<file path="config.mk">
export PLATFORM = sky130hd
export DESIGN_NAME = mab_queue
export DESIGN_NICKNAME = d
export VERILOG_FILES = /design/src/rtl/mab_pkg.sv /design/src/rtl/mab_queue.sv
export SDC_FILE = /design/constraint.sdc
export NUM_CORES = 1
export LEC_CHECK = 0
export BUFFER_PORTS_ARGS = -buffer_cell sky130_fd_sc_hd__buf_4
export CORE_MARGIN = 5
export CORE_UTILIZATION = 47
export CTS_CLUSTER_DIAMETER = 100
export CTS_CLUSTER_SIZE = 40
export DETAILED_ROUTE_END_ITERATION = 10
export GPL_TIMING_DRIVEN = 1
export PLACE_DENSITY = 0.75
export SETUP_SLACK_MARGIN = 0.3
export SLEW_MARGIN = 20
export SYNTH_ARGS = -nofsm -noshare
export SYNTH_HDL_FRONTEND = slang
export SYNTH_SLANG_ARGS = --single-unit
export TNS_END_PERCENT = 20
</file>
<file path="constraint.sdc">
create_clock -name clk -period 2.23 [get_ports clk]
set_input_delay 0.1115 -clock clk [delete_from_list [all_inputs] [get_ports clk]]
set_output_delay 0.1115 -clock clk [all_outputs]
set_load 0.02 [all_outputs]
</file>
<file path="src/rtl/mab_pkg.sv">
`timescale 1ns / 1ps
// Shared types and constants for the moving-average baseline unit.
// No dependencies.
package mab_pkg;

    localparam int WIN_W      = 9;
    localparam int GAIN_W     = 10;
    localparam int OUT_W      = 24;
    localparam int CFG_DATA_W = 10;
    localparam int CFG_IDX_W  = 1;
    localparam int Q_DEPTH    = 2;

    localparam logic [CFG_IDX_W-1:0] CFG_WINDOW = 1'b0;
    localparam logic [CFG_IDX_W-1:0] CFG_GAIN   = 1'b1;

    localparam logic [WIN_W-1:0]  WIN_RESET  = 9'd16;
    localparam logic [GAIN_W-1:0] GAIN_RESET = 10'd1;

    localparam logic [OUT_W-1:0] OUT_MIN = 24'h800000;
    localparam logic [OUT_W-1:0] OUT_MAX = 24'h7FFFFF;

    typedef struct packed {
        logic full;
        logic empty;
    } mab_q_status_t;

endpackage

</file>
<file path="src/rtl/mab_queue.sv">
`timescale 1ns / 1ps
// Two-entry queue between the front and the divider back end.
// Depends on mab_pkg.
module mab_queue #(
    parameter int WIDTH = 34
) (
    input  logic                   clk,
    input  logic                   rst_n,
    input  logic                   push,
    input  logic [WIDTH-1:0]       push_data,
    input  logic                   pop,
    output logic [WIDTH-1:0]       pop_data,
    output mab_pkg::mab_q_status_t status
);
    import mab_pkg::*;

    localparam int PTR_W = $clog2(Q_DEPTH);
    localparam int CNT_W = $clog2(Q_DEPTH + 1);

    logic [WIDTH-1:0] mem_reg [Q_DEPTH];
    logic [PTR_W-1:0] wr_ptr_reg, wr_ptr_next;
    logic [PTR_W-1:0] rd_ptr_reg, rd_ptr_next;
    logic [CNT_W-1:0] count_reg, count_next;

    always_comb
    begin
        wr_ptr_next = wr_ptr_reg;
        rd_ptr_next = rd_ptr_reg;
        count_next  = count_reg;
        if (push)
        begin
            wr_ptr_next = wr_ptr_reg + PTR_W'(1);
        end
        if (pop)
        begin
            rd_ptr_next = rd_ptr_reg + PTR_W'(1);
        end
        if (push && !pop)
        begin
            count_next = count_reg + CNT_W'(1);
        end
        else if (pop && !push)
        begin
            count_next = count_reg - CNT_W'(1);
        end
    end

    always_ff @(posedge clk or negedge rst_n)
    begin
        if (!rst_n)
        begin
            wr_ptr_reg <= '0;
            rd_ptr_reg <= '0;
            count_reg  <= '0;
        end
        else
        begin
            wr_ptr_reg <= wr_ptr_next;
            rd_ptr_reg <= rd_ptr_next;
            count_reg  <= count_next;
        end
    end

    always_ff @(posedge clk)
    begin
        if (push)
        begin
            mem_reg[wr_ptr_reg] <= push_data;
        end
    end

    assign pop_data     = mem_reg[rd_ptr_reg];
    assign status.full  = (count_reg == CNT_W'(Q_DEPTH));
    assign status.empty = (count_reg == '0);

endmodule

</file>
# Word level (Yosys, flattened, before mapping)
# Memories as Yosys holds them, arrays and structs flattened.
# Cells that the tools add are included.
[totals]
n_memories = 1
wordCells = 19
output_inout_bits = 36
mem_bits_rw = 68
regBits = 4
input_bits = 38
[op_classes]
reduce_logical = 6
eq_ne = 1
n_mux = 4
addsub = 4
[memory_table]
columns = ["name", "words", "word_bits", "read_ports", "rd_ports_with_merged_regs", "wr", "line", "text"]
rows = [
  ["mem_reg", 2, 34, 1, 0, 1, "mab_queue.sv:20", "logic [WIDTH-1:0] mem_reg [Q_DEPTH];"],
]
[op_table]
columns = ["cell", "count"]
rows = [
  ["2-bit two-way mux", 2],
  ["1-bit adder (second input constant)", 2],
  ["2-bit by 1-bit adder with 2-bit output (second input constant)", 1],
  ["2-bit == test (second input constant)", 1],
  ["1-bit logical AND", 2],
  ["1-bit zero test", 2],
  ["2-bit zero test", 1],
  ["1-bit two-way mux", 2],
  ["2-bit nonzero test", 1],
  ["2-bit by 1-bit subtractor with 2-bit output (second input constant)", 1],
]

# Depth between registers and ports, before layout
[logic_depth]
word_depth = 4
mapped_depth = 5

# Worst setup path after synthesis
# No wires, ideal clock.
[synth_timing]
path_type = "register to register"
startpoint = "reg wr_ptr_reg"
endpoint = "mem mem_reg[0][0], enable pin"
stages_incl_launch_ff = 2
arrival_time_ns = 1.930
setup_slack_ns = -0.129
setup_time_ns = 0.429
required_time_ns = 1.801
cell_sequence = "dfrtp_1 -> nor2b_1"
[synth_rtl]
columns = ["item", "line", "text"]
rows = [
  ["start, declared", "mab_queue.sv:21", "logic [PTR_W-1:0] wr_ptr_reg, wr_ptr_next;"],
  ["start signal, assigned", "mab_queue.sv:58", "wr_ptr_reg <= wr_ptr_next;"],
  ["end, declared", "mab_queue.sv:20", ""],
]
# Straight into the memory's write port.

# Worst setup path after layout
[layout_timing]
startpoint = "reg rd_ptr_reg"
endpoint = "out pop_data[26]"
[layout_via]
elab_chain_cells = 1
[layout_lines]
columns = ["item", "line", "text"]
rows = [
  ["start, declared", "mab_queue.sv:22", "logic [PTR_W-1:0] rd_ptr_reg, rd_ptr_next;"],
  ["start signal, assigned", "mab_queue.sv:59", "rd_ptr_reg <= rd_ptr_next;"],
  ["memory read 2 x 34 bit", "n/a", ""],
  ["end, declared", "mab_queue.sv:12", "output logic [WIDTH-1:0] pop_data,"],
]
# Every way passes these cells.

==> impl_summary.log <==
INFO  metric worst_slew_margin_rel = 65.58%
INFO  metric cts_sinks = 72
INFO  metric synth.largest_area_cell = sky130_fd_sc_hd__edfxtp_1
INFO  metric drt-pass1-iter-count = 4
INFO  metric grt_pass1_wl = 7872 um
INFO  metric clk_pin_slew_worst_paths = 70 ps
INFO  metric avgSynthCellArea = 22.88 sq um
INFO  metric end_kind = primary output
INFO  metric antenna_found_initial = 0
INFO  metric maxCapViolations = 0
INFO  metric finalWeightedCongestion = 0.7248
INFO  metric largest_register_ffs = 68
INFO  metric post_route_cells_drive_above_1_share = 49.80%
INFO  metric cts_made_buffers = 9
INFO  metric outcome = finished, final reports clean
INFO  metric drt_iter0_markers = 92
INFO  metric power.ir.vdd_worst = 738.3 uV
INFO  metric core-area = 0.005851 sq mm
INFO  metric design.portCount = 74
INFO  metric ys_ff_latch = 72
INFO  metric floorplan.initialDensity = 47.71%
INFO  metric synth_top_area_share = 73.15%
INFO  metric num_antenna_cells = 0
INFO  metric setup_viol = 0
INFO  metric port_buf_inserts = 73
INFO  metric nNetsFinal = 281
INFO  metric drc = 0
INFO  metric cts-root-to-sink-buffers = 2
INFO  metric core.rowCount = 28
INFO  metric final_count_of_hold_timing_violations = 0
INFO  metric die_area = 0.007580 sq mm
INFO  metric finClkSkew = 5.680 ps
INFO  metric maximum_number_of_pins_on_one_net_before_global_route_repair = 35
INFO  metric count_of_antenna_violating_nets_left_after_detailed_routing = 0
INFO  metric timing.critical_path.from_type = flop
INFO  metric power-per-cell-area = 1162 mW/mm^2
INFO  metric finish.utilization = 67.66%
INFO  metric yosysUniqueCellTypes = 13
INFO  metric flow.area_growth_from_synthesis = 41.82%
INFO  metric grt_overflow_total = 0
INFO  metric routedWlPerCell = 15.70 um
INFO  metric yosysWarnings = 0
INFO  metric cts_root_buffer = sky130_fd_sc_hd__clkbuf_8
INFO  metric setup-tns-final = 0 ps
INFO  metric post-route-period-util = 82.87%
INFO  metric cp.required = 2120 ps
INFO  metric mappedNetlistArea = 0.002791 sq mm
INFO  metric critical_path_arrival = 1740 ps
INFO  metric synth_sequential_area_ratio = 76.74%
INFO  metric min_path_type = in -> async
INFO  metric route.detailed.vias_per_inst = 4.680
INFO  metric setup.worst_path.class = reg -> out
INFO  metric critical_path.max_fanout = 20
INFO  metric cts.repair_timing.setup_buffer_count = 0
INFO  metric timing_max_transition_violations_final = 0
INFO  metric htree_num_levels = 3
INFO  metric synthesis.nets = 161
INFO  metric tritoncts = yes
INFO  metric worst_pin_slew = 515.2 ps
INFO  metric power.leakage = 0.001606 uW
INFO  metric via_count = 1,507
INFO  metric max_freq = 541.1 MHz
INFO  metric postSynthCellCount = 122
INFO  metric cts_resized = 0
INFO  metric grt_setup_unrepaired = false
INFO  metric detail_route.wirelength = 5054 um
INFO  metric die_x = 87.07 um
INFO  metric chipHeight = 87.07 um
INFO  metric top_cells_by_area_in_the_synthesized_netlist = sky130_fd_sc_hd__edfxtp_1 (73%), sky130_fd_sc_hd__mux2_4 (16%), sky130_fd_sc_hd__dfrtp_1 (3.6%)
INFO  metric first_global_vias = 1,694
INFO  metric finalCriticalPeriod = 1848 ps
INFO  metric insertion_delay = 330 ps
INFO  metric grt_use_total = 14.24%
power by group:
| group | internal (uW) | total [uW] | switching, uW |
|---|---|---|---|
| logic | 930 | 1760 | 830 |
| registers | 1800 | 1960 | 162 |
| clock network | 464 | 877 | 414 |
synth_stat cells:
master                     number
sky130_fd_sc_hd__nor2_1         2
sky130_fd_sc_hd__dfrtp_1        4
sky130_fd_sc_hd__buf_6          1
sky130_fd_sc_hd__mux2_2         5
sky130_fd_sc_hd__and2_1         1
sky130_fd_sc_hd__mux2_4        29
sky130_fd_sc_hd__xnor2_1        1
sky130_fd_sc_hd__ha_1           1
sky130_fd_sc_hd__nor2b_1        2
sky130_fd_sc_hd__edfxtp_1      68
sky130_fd_sc_hd__inv_1          1
sky130_fd_sc_hd__buf_12         3
sky130_fd_sc_hd__xor2_1         4
metrics by stage:
step | instance area (sq um) | hold WS (ps) | instances | power [uW] | setup slack, ps
after floorplan | 2794 | -184.1 | 122 | 3172 | 514.8
after global placement | 3418 | -91.32 | 269 | 3680 | 730.9
after detailed placement | 3418 | -87.56 | 269 | 3737 | 702.7
after CTS | 3959 | 93.44 | 322 | 4669 | 340.4
after global routing | 3959 | 107.9 | 322 | 4816 | 308.6
final | 3959 | 106.8 | 322 | 4601 | 381.9
worst max-delay path, stage by stage, from the launching register on:
cell and delay, ps:
sky130_fd_sc_hd__dfrtp_2 660, sky130_fd_sc_hd__buf_12 260, sky130_fd_sc_hd__mux2_4 320, sky130_fd_sc_hd__buf_4 160
placed cells by master, fill, tap and decap left out:
cell type	instances
sky130_fd_sc_hd__nor2_1	2
sky130_fd_sc_hd__buf_4	74
sky130_fd_sc_hd__clkbuf_1	4
sky130_fd_sc_hd__xnor2_1	1
sky130_fd_sc_hd__xor2_1	4
sky130_fd_sc_hd__clkinv_1	1
sky130_fd_sc_hd__dlygate4sd3_1	37
sky130_fd_sc_hd__clkbuf_8	11
sky130_fd_sc_hd__dfrtp_1	3
sky130_fd_sc_hd__and2_1	1
sky130_fd_sc_hd__nor2b_4	1
sky130_fd_sc_hd__inv_1	1
sky130_fd_sc_hd__dfrtp_2	1
sky130_fd_sc_hd__mux2_4	29
sky130_fd_sc_hd__nor2b_1	1
sky130_fd_sc_hd__edfxtp_1	68
sky130_fd_sc_hd__ha_1	1
sky130_fd_sc_hd__buf_12	2
sky130_fd_sc_hd__mux2_2	5
path summary, 6_finish.rpt:
path	from	endpoint	slack, ps	cells after the start
worst max register to register	wr_ptr_reg$_DFFE_PN0P_	mem_reg[0][30]$_DFFE_PP_	820	2
worst max-delay path	rd_ptr_reg$_DFFE_PN0P_	pop_data[26]	380	3
max in group asynchronous	rst_n	rd_ptr_reg$_DFFE_PN0P_	2000	2
worst min register to register	count_reg[1]$_DFFE_PN0P_	count_reg[1]$_DFFE_PN0P_	530	1
min in group clk	push_data[11]	mem_reg[1][11]$_DFFE_PP_	500	2
worst min-delay path	rst_n	count_reg[1]$_DFFE_PN0P_	110	2
repair_timing:
item	in CTS	in global routing
setup endpoints to repair	0	0
hold buffers	37	0
hold endpoints to repair	74	0
final cells by class:
type	instances	area (sq um)
clock inverter	1	3.754
fill	392	1892
timing repair buffer	113	965.9
clock buffer	15	166.4
tap	75	93.84
inverter	1	3.754
multi-input combinational	45	581.8
sequential	72	2143
per-layer routing:
layer / wire (um) / global-route usage (%) / vias to the layer above
li1: - / - / 709
met1: 1904 / 15.12 / 734
met2: 2721 / 25.53 / 51
met3: 299 / 3.784 / 13
met4: 129 / 7.649 / 0
met5: 0 / 0 / -
cell families after synthesis:
group	after synthesis	share of synthesized area, %
xor+xnor	5	1.569
fa+ha+maj	1	0.4482
buf+inv	5	2.689
flops	72	76.74
mux	34	17.62
simple gates	5	0.9415
Note: power is estimated with default switching activity, not from simulation.
