## src/rtl/mab_pkg.sv

```systemverilog
`timescale 1ns / 1ps
// Shared types and constants for the moving-average baseline unit.
// No dependencies.
package mab_pkg;

    localparam int WIN_W      = 9;
    localparam int GAIN_W     = 10;
    localparam int OUT_W      = 24;
    localparam int CFG_DATA_W = 10;
    localparam int CFG_IDX_W  = 1;
    localparam int Q_DEPTH    = 2;

    localparam logic [CFG_IDX_W-1:0] CFG_WINDOW = 1'b0;
    localparam logic [CFG_IDX_W-1:0] CFG_GAIN   = 1'b1;

    localparam logic [WIN_W-1:0]  WIN_RESET  = 9'd16;
    localparam logic [GAIN_W-1:0] GAIN_RESET = 10'd1;

    localparam logic [OUT_W-1:0] OUT_MIN = 24'h800000;
    localparam logic [OUT_W-1:0] OUT_MAX = 24'h7FFFFF;

    typedef struct packed {
        logic full;
        logic empty;
    } mab_q_status_t;

endpackage

```

## src/rtl/mab_divider.sv

```systemverilog
`timescale 1ns / 1ps
// Back end: shared restoring divider for sum / count and mean * 2^F / gain,
// sign and saturation, and the output register. Depends on mab_pkg.
module mab_divider #(
    parameter int SUM_W         = 25,
    parameter int CNT_W         = 9,
    parameter int FRACTION_BITS = 8
) (
    input  logic                       clk,
    input  logic                       rst_n,
    input  mab_pkg::mab_q_status_t     q_status,
    input  logic [SUM_W+CNT_W-1:0]     q_data,
    output logic                       pop,
    input  logic [mab_pkg::GAIN_W-1:0] gain,
    output logic                       m_tvalid,
    input  logic                       m_tready,
    output logic [mab_pkg::OUT_W-1:0]  m_tdata
);
    import mab_pkg::*;

    localparam int DIV_W = SUM_W + FRACTION_BITS;
    localparam int DV_W  = (CNT_W > GAIN_W) ? CNT_W : GAIN_W;
    localparam int CW    = $clog2(DIV_W + 1);
    localparam int CMP_W = ((DIV_W > OUT_W) ? DIV_W : OUT_W) + 1;
    localparam logic [CMP_W-1:0] LIM_NEG = CMP_W'(1) << (OUT_W - 1);

    localparam logic [1:0] B_IDLE = 2'd0;
    localparam logic [1:0] B_DIV1 = 2'd1;
    localparam logic [1:0] B_DIV2 = 2'd2;
    localparam logic [1:0] B_DONE = 2'd3;

    logic [1:0]       state_reg, state_next;
    logic [CW-1:0]    cnt_reg, cnt_next;
    logic [DIV_W-1:0] quo_reg, quo_next;
    logic [DV_W-1:0]  rem_reg, rem_next;
    logic [DV_W-1:0]  dvs_reg, dvs_next;
    logic             neg_reg, neg_next;
    logic             out_valid_reg, out_valid_next;
    logic [OUT_W-1:0] out_data_reg;

    logic [SUM_W-1:0] in_sum, in_mag;
    logic [CNT_W-1:0] in_count;
    logic [DV_W:0]    rem_shift, dvs_ext, rem_sub;
    logic             ge;
    logic [DV_W-1:0]  rem_step;
    logic [DIV_W-1:0] quo_step;
    logic             last;
    logic [CMP_W-1:0] q_ext, q_neg;
    logic [OUT_W-1:0] result;
    logic             load_out;

    assign in_sum   = q_data[SUM_W-1:0];
    assign in_count = q_data[SUM_W+CNT_W-1:SUM_W];
    assign in_mag   = in_sum[SUM_W-1] ? (~in_sum + SUM_W'(1)) : in_sum;

    assign rem_shift = {rem_reg, quo_reg[DIV_W-1]};
    assign dvs_ext   = {1'b0, dvs_reg};
    assign rem_sub   = rem_shift - dvs_ext;
    assign ge        = (rem_shift >= dvs_ext);
    assign rem_step  = ge ? rem_sub[DV_W-1:0] : rem_shift[DV_W-1:0];
    assign quo_step  = {quo_reg[DIV_W-2:0], ge};
    assign last      = (cnt_reg == CW'(1));

    assign q_ext = CMP_W'(quo_reg);
    assign q_neg = ~q_ext + CMP_W'(1);

    always_comb
    begin
        if (neg_reg)
        begin
            result = (q_ext > LIM_NEG) ? OUT_MIN : q_neg[OUT_W-1:0];
        end
        else
        begin
            result = (q_ext > LIM_NEG - CMP_W'(1)) ? OUT_MAX : q_ext[OUT_W-1:0];
        end
    end

    assign pop      = (state_reg == B_IDLE) && !q_status.empty;
    assign load_out = (state_reg == B_DONE) && (!out_valid_reg || m_tready);

    always_comb
    begin
        state_next = state_reg;
        cnt_next   = cnt_reg;
        quo_next   = quo_reg;
        rem_next   = rem_reg;
        dvs_next   = dvs_reg;
        neg_next   = neg_reg;
        unique case (state_reg)
            B_IDLE:
            begin
                if (pop)
                begin
                    neg_next   = in_sum[SUM_W-1];
                    quo_next   = DIV_W'(in_mag) << FRACTION_BITS;
                    rem_next   = '0;
                    dvs_next   = DV_W'(in_count);
                    cnt_next   = CW'(SUM_W);
                    state_next = B_DIV1;
                end
            end
            B_DIV1:
            begin
                rem_next = rem_step;
                quo_next = quo_step;
                cnt_next = cnt_reg - CW'(1);
                if (last)
                begin
                    quo_next   = DIV_W'(quo_step[SUM_W-1:0]) << FRACTION_BITS;
                    rem_next   = '0;
                    dvs_next   = (gain == '0) ? DV_W'(1) : DV_W'(gain);
                    cnt_next   = CW'(DIV_W);
                    state_next = B_DIV2;
                end
            end
            B_DIV2:
            begin
                rem_next = rem_step;
                quo_next = quo_step;
                cnt_next = cnt_reg - CW'(1);
                if (last)
                begin
                    state_next = B_DONE;
                end
            end
            B_DONE:
            begin
                if (load_out)
                begin
                    state_next = B_IDLE;
                end
            end
            default:
            begin
                state_next = B_IDLE;
            end
        endcase
    end

    always_comb
    begin
        out_valid_next = out_valid_reg;
        if (load_out)
        begin
            out_valid_next = 1'b1;
        end
        else if (m_tready)
        begin
            out_valid_next = 1'b0;
        end
    end

    always_ff @(posedge clk or negedge rst_n)
    begin
        if (!rst_n)
        begin
            state_reg     <= B_IDLE;
            cnt_reg       <= '0;
            out_valid_reg <= 1'b0;
        end
        else
        begin
            state_reg     <= state_next;
            cnt_reg       <= cnt_next;
            out_valid_reg <= out_valid_next;
        end
    end

    always_ff @(posedge clk)
    begin
        quo_reg <= quo_next;
        rem_reg <= rem_next;
        dvs_reg <= dvs_next;
        neg_reg <= neg_next;
        if (load_out)
        begin
            out_data_reg <= result;
        end
    end

    assign m_tvalid = out_valid_reg;
    assign m_tdata  = out_data_reg;

endmodule

```

## config.mk

```make
export PLATFORM = sky130hd
export DESIGN_NAME = mab_divider
export DESIGN_NICKNAME = d
export VERILOG_FILES = /design/src/rtl/mab_pkg.sv /design/src/rtl/mab_divider.sv
export SDC_FILE = /design/constraint.sdc
export NUM_CORES = 1
export LEC_CHECK = 0
export BUFFER_PORTS_ARGS = -buffer_cell sky130_fd_sc_hd__buf_2
export CAP_MARGIN = 30
export CORE_UTILIZATION = 45
export DETAILED_ROUTE_END_ITERATION = 12
export PLACE_DENSITY = 0.67
export SLEW_MARGIN = 30
export SYNTH_ARGS = -nofsm -noshare
export SYNTH_HDL_FRONTEND = slang
export SYNTH_SLANG_ARGS = --single-unit
export TNS_END_PERCENT = 100
```

## constraint.sdc

```tcl
create_clock -name clk -period 2.4 [get_ports clk]
set_input_delay 0.36 -clock clk [delete_from_list [all_inputs] [get_ports clk]]
set_output_delay 0.36 -clock clk [all_outputs]
set_load 0.02 [all_outputs]
```

==> Word level (Yosys, flattened, before mapping) <==
Cells that the tools add are included.
{ "op_classes": {"eq_ne": 8, "n_div": 0, "bitwise_logic": 2, "shifts": 0, "n_reduce_logical": 14, "n_addsub": 4, "n_lt_le_gt_ge": 3, "n_mux": 25, "mul": 0} }
{ "op_table": {"columns": ["op", "count"], "rows": [
  ["case mux 33 bit (3 select lines)", 1],
  ["2-to-1 mux 24 bit", 3],
  ["2-to-1 mux 33 bit", 2],
  ["2-to-1 mux 10 bit", 6],
  ["> comparator 33 x 23 -> 1 bit (second input constant)", 1],
  ["> comparator 33 x 24 -> 1 bit (second input constant)", 1],
  ["case mux 10 bit (3 select lines)", 1],
  ["adder 25 x 1 -> 25 bit (second input constant)", 1],
  ["2-to-1 mux 25 bit", 1],
  ["NOT 25 bit", 1],
  ["adder 24 x 1 -> 24 bit (second input constant)", 1],
  ["NOT 24 bit", 1],
  ["case mux 10 bit (2 select lines)", 1],
  ["case mux 6 bit (3 select lines)", 1],
  ["2-to-1 mux 6 bit", 2],
  [">= comparator 11 x 10 -> 1 bit", 1],
  ["zero test 10 bit", 1],
  ["subtractor 10 bit", 1],
  ["2-to-1 mux 2 bit", 4],
  ["!= test 2 bit (second input constant)", 4],
  ["case mux 2 bit (4 select lines)", 1],
  ["equality test 6 x 1 -> 1 bit (second input constant)", 1],
  ["subtractor 6 x 1 -> 6 bit (second input constant)", 1],
  ["equality test 2 bit (second input constant)", 2],
  ["other kinds (11)", 16]
]} }
{ "word_totals": {"mem_bits_ro": 0, "mem_count": 0, "word_cells": 64, "latch_bits": 0, "ram_bits": 0, "regBits": 87} }

==> Logic depth before layout (Yosys ltp) <==
{ "logic_depth": {"word_depth": 5, "mapped_depth": 10, "depth_no_buf": 10} }

==> Worst setup path after synthesis <==
No wires, ideal clock.
{ "synth_timing": {"path_kind": "reg2reg", "start": "register quo_reg[16]", "end": "register out_data_reg[18], in the netlist m_tdata[18] (data pin)", "period_less_slack_ns": 2.549, "n_path_buf": 2, "setup_ns": 0.174, "path_stages_with_launch": 9, "setup_slack_ns": -0.149, "arrival_time_ns": 2.375, "cell_sequence": "edfxtp_1 buf_6 or4_4 or3_1 or4_4 nor3_2 nor2_1 buf_6 a311oi_1"} }
{ "synth_via": {"elab_chain_cells": 4, "word_cells_on_any_way": 7, "classes_between": "1 x add/sub; 2 x order compare; 3 x mux; 1 x bitwise"} }
{ "synth_lines": {"columns": ["element", "line", "rtl"], "rows": [
  ["from (decl)", "mab_divider.sv:34", "logic [DIV_W-1:0] quo_reg, quo_next;"],
  ["from (signal assigned)", "mab_divider.sv:172", "quo_reg <= quo_next;"],
  ["NOT 24 bit", "mab_divider.sv:65", "assign q_neg = ~q_ext + CMP_W'(1);"],
  ["adder 24 x 1 -> 24 bit", "mab_divider.sv:65", null],
  ["2-to-1 mux 24 bit", "mab_divider.sv:71", "result = (q_ext > LIM_NEG) ? OUT_MIN : q_neg[OUT_W-1:0];"],
  ["2-to-1 mux 24 bit (*)", "mab_divider.sv:69", "if (neg_reg)"],
  ["named net result[18]", "mab_divider.sv:49", "logic [OUT_W-1:0] result;"],
  ["to (signal assigned)", "mab_divider.sv:178", "out_data_reg <= result;"],
  ["to (decl)", "mab_divider.sv:39", "logic [OUT_W-1:0] out_data_reg;"]
]} }
The timed path passes the listed nets; every way through them passes the cells marked *.
A chain may end at the register's enable or synchronous reset.

==> Final worst setup path <==
Ends and elaborated chain as after synthesis.

==> results.txt <==
----------------------------------------------------
[Cells and area]
  Register area ... 0.002567 mm2
  Net total in the final layout ... 762
  Final std cell area, no fill ... 0.006920 mm2
  Multi-input gate area ... 0.002872 mm2
  Fill cell instance count of the final layout ... 1059
  Antenna Cells ... 0
  Proportion of layout cells with a drive suffix above 1 ... 26.87%
  Number of flip-flops under the largest register name ... 33
  Relative area change from synthesis to final layout ... 23.46%

[Timing]
  Post-route setup slack ... -0.07785 ns
  Hold slack ... 0.3017 ns
  Worst Max-Slew Pin Slew ... 0.5187 ns
  Summed negative setup slack over all endpoints ... -1.121 ns
  Number of hold violations in the final report ... 0
  Clock tree skew after final layout ... 0.009845 ns
  RSZ-0062 raised after global routing ... yes
  Final Critical Period ... 2.478 ns
  Worst relative slew slack ... 65.34%
  Post-route fraction of the period consumed by the critical path ... 103.2%
  Maximum frequency from static timing analysis ... 0.4036 GHz
  Endpoints failing setup ... 21
  Slew Viols, Final ... 0

[Yosys]
  Number of standard cells after synthesis ... 581
  Mean cell area of the mapped netlist ... 9.648 um2
  Dominant synthesized flop cell ... sky130_fd_sc_hd__edfxtp_1
  Share of flip-flops with an asynchronous set or reset ... 10.34%
  Top cells by area in the synthesized netlist ... sky130_fd_sc_hd__edfxtp_1, sky130_fd_sc_hd__nor2_1, sky130_fd_sc_hd__ha_1
  Synth top cells by count ... sky130_fd_sc_hd__edfxtp_1, sky130_fd_sc_hd__nor2_1, sky130_fd_sc_hd__nand2_1, sky130_fd_sc_hd__o21ai_0, sky130_fd_sc_hd__inv_1
  Net count after synthesis ... 652
  Sequential-to-total area share from yosys stat ... 45.80%
  Yosys top cell by area ... sky130_fd_sc_hd__edfxtp_1
  Mapped Area ... 0.005605 mm2
  Synthesis Warnings ... 0
  Yosys reg bits ... 87
  Number of enable-type register cells in the synthesized netlist ... 78
  Library cells used by synthesis ... 59
  Area share of the largest cell type after synthesis ... 41.79%

[Clocking]
  Sinks on Clock Net ... 87
  Clock tree from TritonCTS ... built
  Count of buffers added by post-CTS timing repair for setup ... 0
  Number of CTS-inserted buffers ... 9
  H-tree lvl count ... 3
  Register clock-pin slew on the reported worst setup and hold paths ... 0.06 ns
  Maximum clock insertion buffer count ... 2
  Cell at the root of the clock tree ... sky130_fd_sc_hd__clkbuf_16
  Clock insertion delay at the later pin of the skew report ... 0.35 ns

[Power and ir drop]
  Total power of the final layout ... 9553 uW
  Reported leakage power ... 0.002708 uW
  Share of total power consumed by net switching ... 41.93%
  Power density over the cells ... 1380 mW/mm2
  Internal Dissipation ... 5548 uW
  Part of the total power dissipated in sequential elements ... 32.2%
  Worst IR drop on VDD ... 0.0007208 V
  Combinational power share ... 53.4%
  Switching power total ... 4005 uW
  Clock group share of total power ... 14.5%

[Place]
  Post-Place Cell Area ... 0.006534 mm2
  Number of buffers inserted by port buffering ... 73
  Hpwl dp ... 10.20 mm
  Placer congestion estimate ... 0.9041

[Critical path]
  Critical Path RT ... 2.56 ns
  Worst Setup End Kind ... register
  Largest stage delay on the critical path ... 0.55 ns
  Critical Path AT ... 2.64 ns
  Crit path cell chain ... or4_4 -> or3_1 -> or4_4 -> nor3_4 -> nor2_4 -> a311oi_2
  Largest fanout on the critical path ... 15
  Critical Path Start Type ... register
  Slowest cell on the critical path ... sky130_fd_sc_hd__or4_4
  Type of the worst setup path ... reg2reg
  Most frequent cell on the critical path ... sky130_fd_sc_hd__or4_4

[Route]
  Wire length on met3 ... 809 um
  WL/cell ... 16.12 um
  Starting DRT DRC Count ... 356
  Via count ... 4990
  Topmost layer with routed signal wires ... met4
  Antenna violation net count after detailed routing ... 0
  Final wirelength ... 13.93 mm
  DR WL met2 ... 6.419 mm
  Wl on met1 ... 6.422 mm
  Avg Vias per Cell ... 5.775
  Remaining routing DRC violations ... 0
  Pre-Repair DR Iteration Count ... 5

[Run status]
  Violations in the final reports ... negative setup slack
  Outcome ... complete, but fails checks

[GRT]
  Overall routing resource usage ... 22.60%
  Vias in the first global route ... 4826
  Wire length of the first global-routing pass ... 23.03 mm
  Antenna violations before repair ... 0
  Pin count of the biggest net entering global routing ... 33
  Final global-route overflow total ... 0

[Floorplan]
  Die area ... 0.01291 mm2
  Total number of placement rows ... 40
  Chip Width ... 113.6 um
  Height of the die ... 113.6 um
  Area inside the core boundary ... 0.01206 mm2
  Boundary pin count ... 75
  Starting density of the core ... 46.47%

[Run]
  Maxcap violations ... 0

[Min path]
  Path type of the worst min-delay path ... in2reg

----------------------------------------------------
per-layer routing:
layer  GRT usage (%)  vias up
li1                -     2421
met1           30.79     2357
met3           3.401       21
met4           9.649        0
met2           35.98      191
met5               0        -
power groups by stage:
stage          combinational (uW)  sequential (uW)  clock (uW)
2_1_floorplan                3190             3140           0
3_3_place_gp                 4840             3070           0
3_5_place_dp                 4960             3090           0
4_1_cts                      5000             3070        1390
5_1_grt                      5630             3150        1450
6_report                     5100             3080        1380
critical path: cells and delay by family, from the launching register on:
kind | cells | cell delay, ns
simple gates | 5 | 1.67
compound gates | 1 | 0.24
flops | 1 | 0.38
layout by cell type (no fill, tap or decap), drive strengths merged, types with 5 or more instances in the layout:
| master | n |
|---|---|
| buf | 133 |
| edfxtp | 78 |
| nor2 | 78 |
| nand2 | 39 |
| o21ai | 35 |
| inv | 29 |
| a21oi | 26 |
| ha | 21 |
| a22oi | 18 |
| nor3 | 17 |
| nand3 | 16 |
| xor2 | 14 |
| clkbuf | 12 |
| nand2b | 11 |
| a31oi | 11 |
| a311oi | 11 |
| o22ai | 10 |
| dfrtp | 9 |
| mux2i | 8 |
| mux2 | 8 |
| nor4 | 8 |
| or4 | 8 |
| nand4 | 7 |
| o41ai | 6 |
| and2 | 6 |
| xnor2 | 5 |
| a211oi | 5 |
| or3 | 5 |
| o31ai | 5 |
| a222oi | 5 |
cell type report:
cell class,instances,share of cell area (%)
flip-flops and latches,87,37.10
clock inverters,4,0.6870
clock buffers,12,3.417
multi-input cells,429,41.49
inverters,30,1.681
well taps,168,3.037
repair buffers,134,12.58
logic make-up (layout without fill, tap and decap cells):
family / Yosys count / in the layout / synth area share, %
adders and majority gates: 22 / 22 / 5.045
muxes: 16 / 16 / 3.036
AOI/OAI and AO/OA: 158 / 158 / 19.71
buffers and inverters: 65 / 180 / 4.687
and+or+nand+nor: 214 / 214 / 18.75
DFF: 87 / 87 / 45.80
xor gates and xnor gates: 19 / 19 / 2.969
final timing paths:
check	to	slack [ns]	cells after the start	startpoint
min in group asynchronous	state_reg[0]	0.39	2	rst_n
worst max register to register	m_tdata[18]	-0.08	6	quo_reg[16]
worst min-delay path	m_tvalid	0.30	3	m_tready
max in group asynchronous	state_reg[1]	1.82	2	rst_n
worst max-delay path	m_tdata[18]	-0.08	6	quo_reg[16]
worst min register to register	cnt_reg[5]	0.53	1	cnt_reg[5]
what timing repair did:
item | CTS | global route
cloned | 0 | 0
resized for setup | 5 | 15
setup endpoints to repair | 21 | 32
hold buffers | 1 | 0
pin swaps | 1 | 0
endpoints found under the hold margin | 9 | 0
per-stage QoR:
step	util (%)	setup WS, ns	cells
2_1_floorplan	-	-0.1182	581
3_3_place_gp	54.17	-0.06523	847
3_5_place_dp	54.17	-0.1282	847
4_1_cts	56.86	-0.08856	864
5_1_grt	57.38	-0.1532	864
6_report	57.38	-0.07785	864
(Power assumes the default switching activity.)
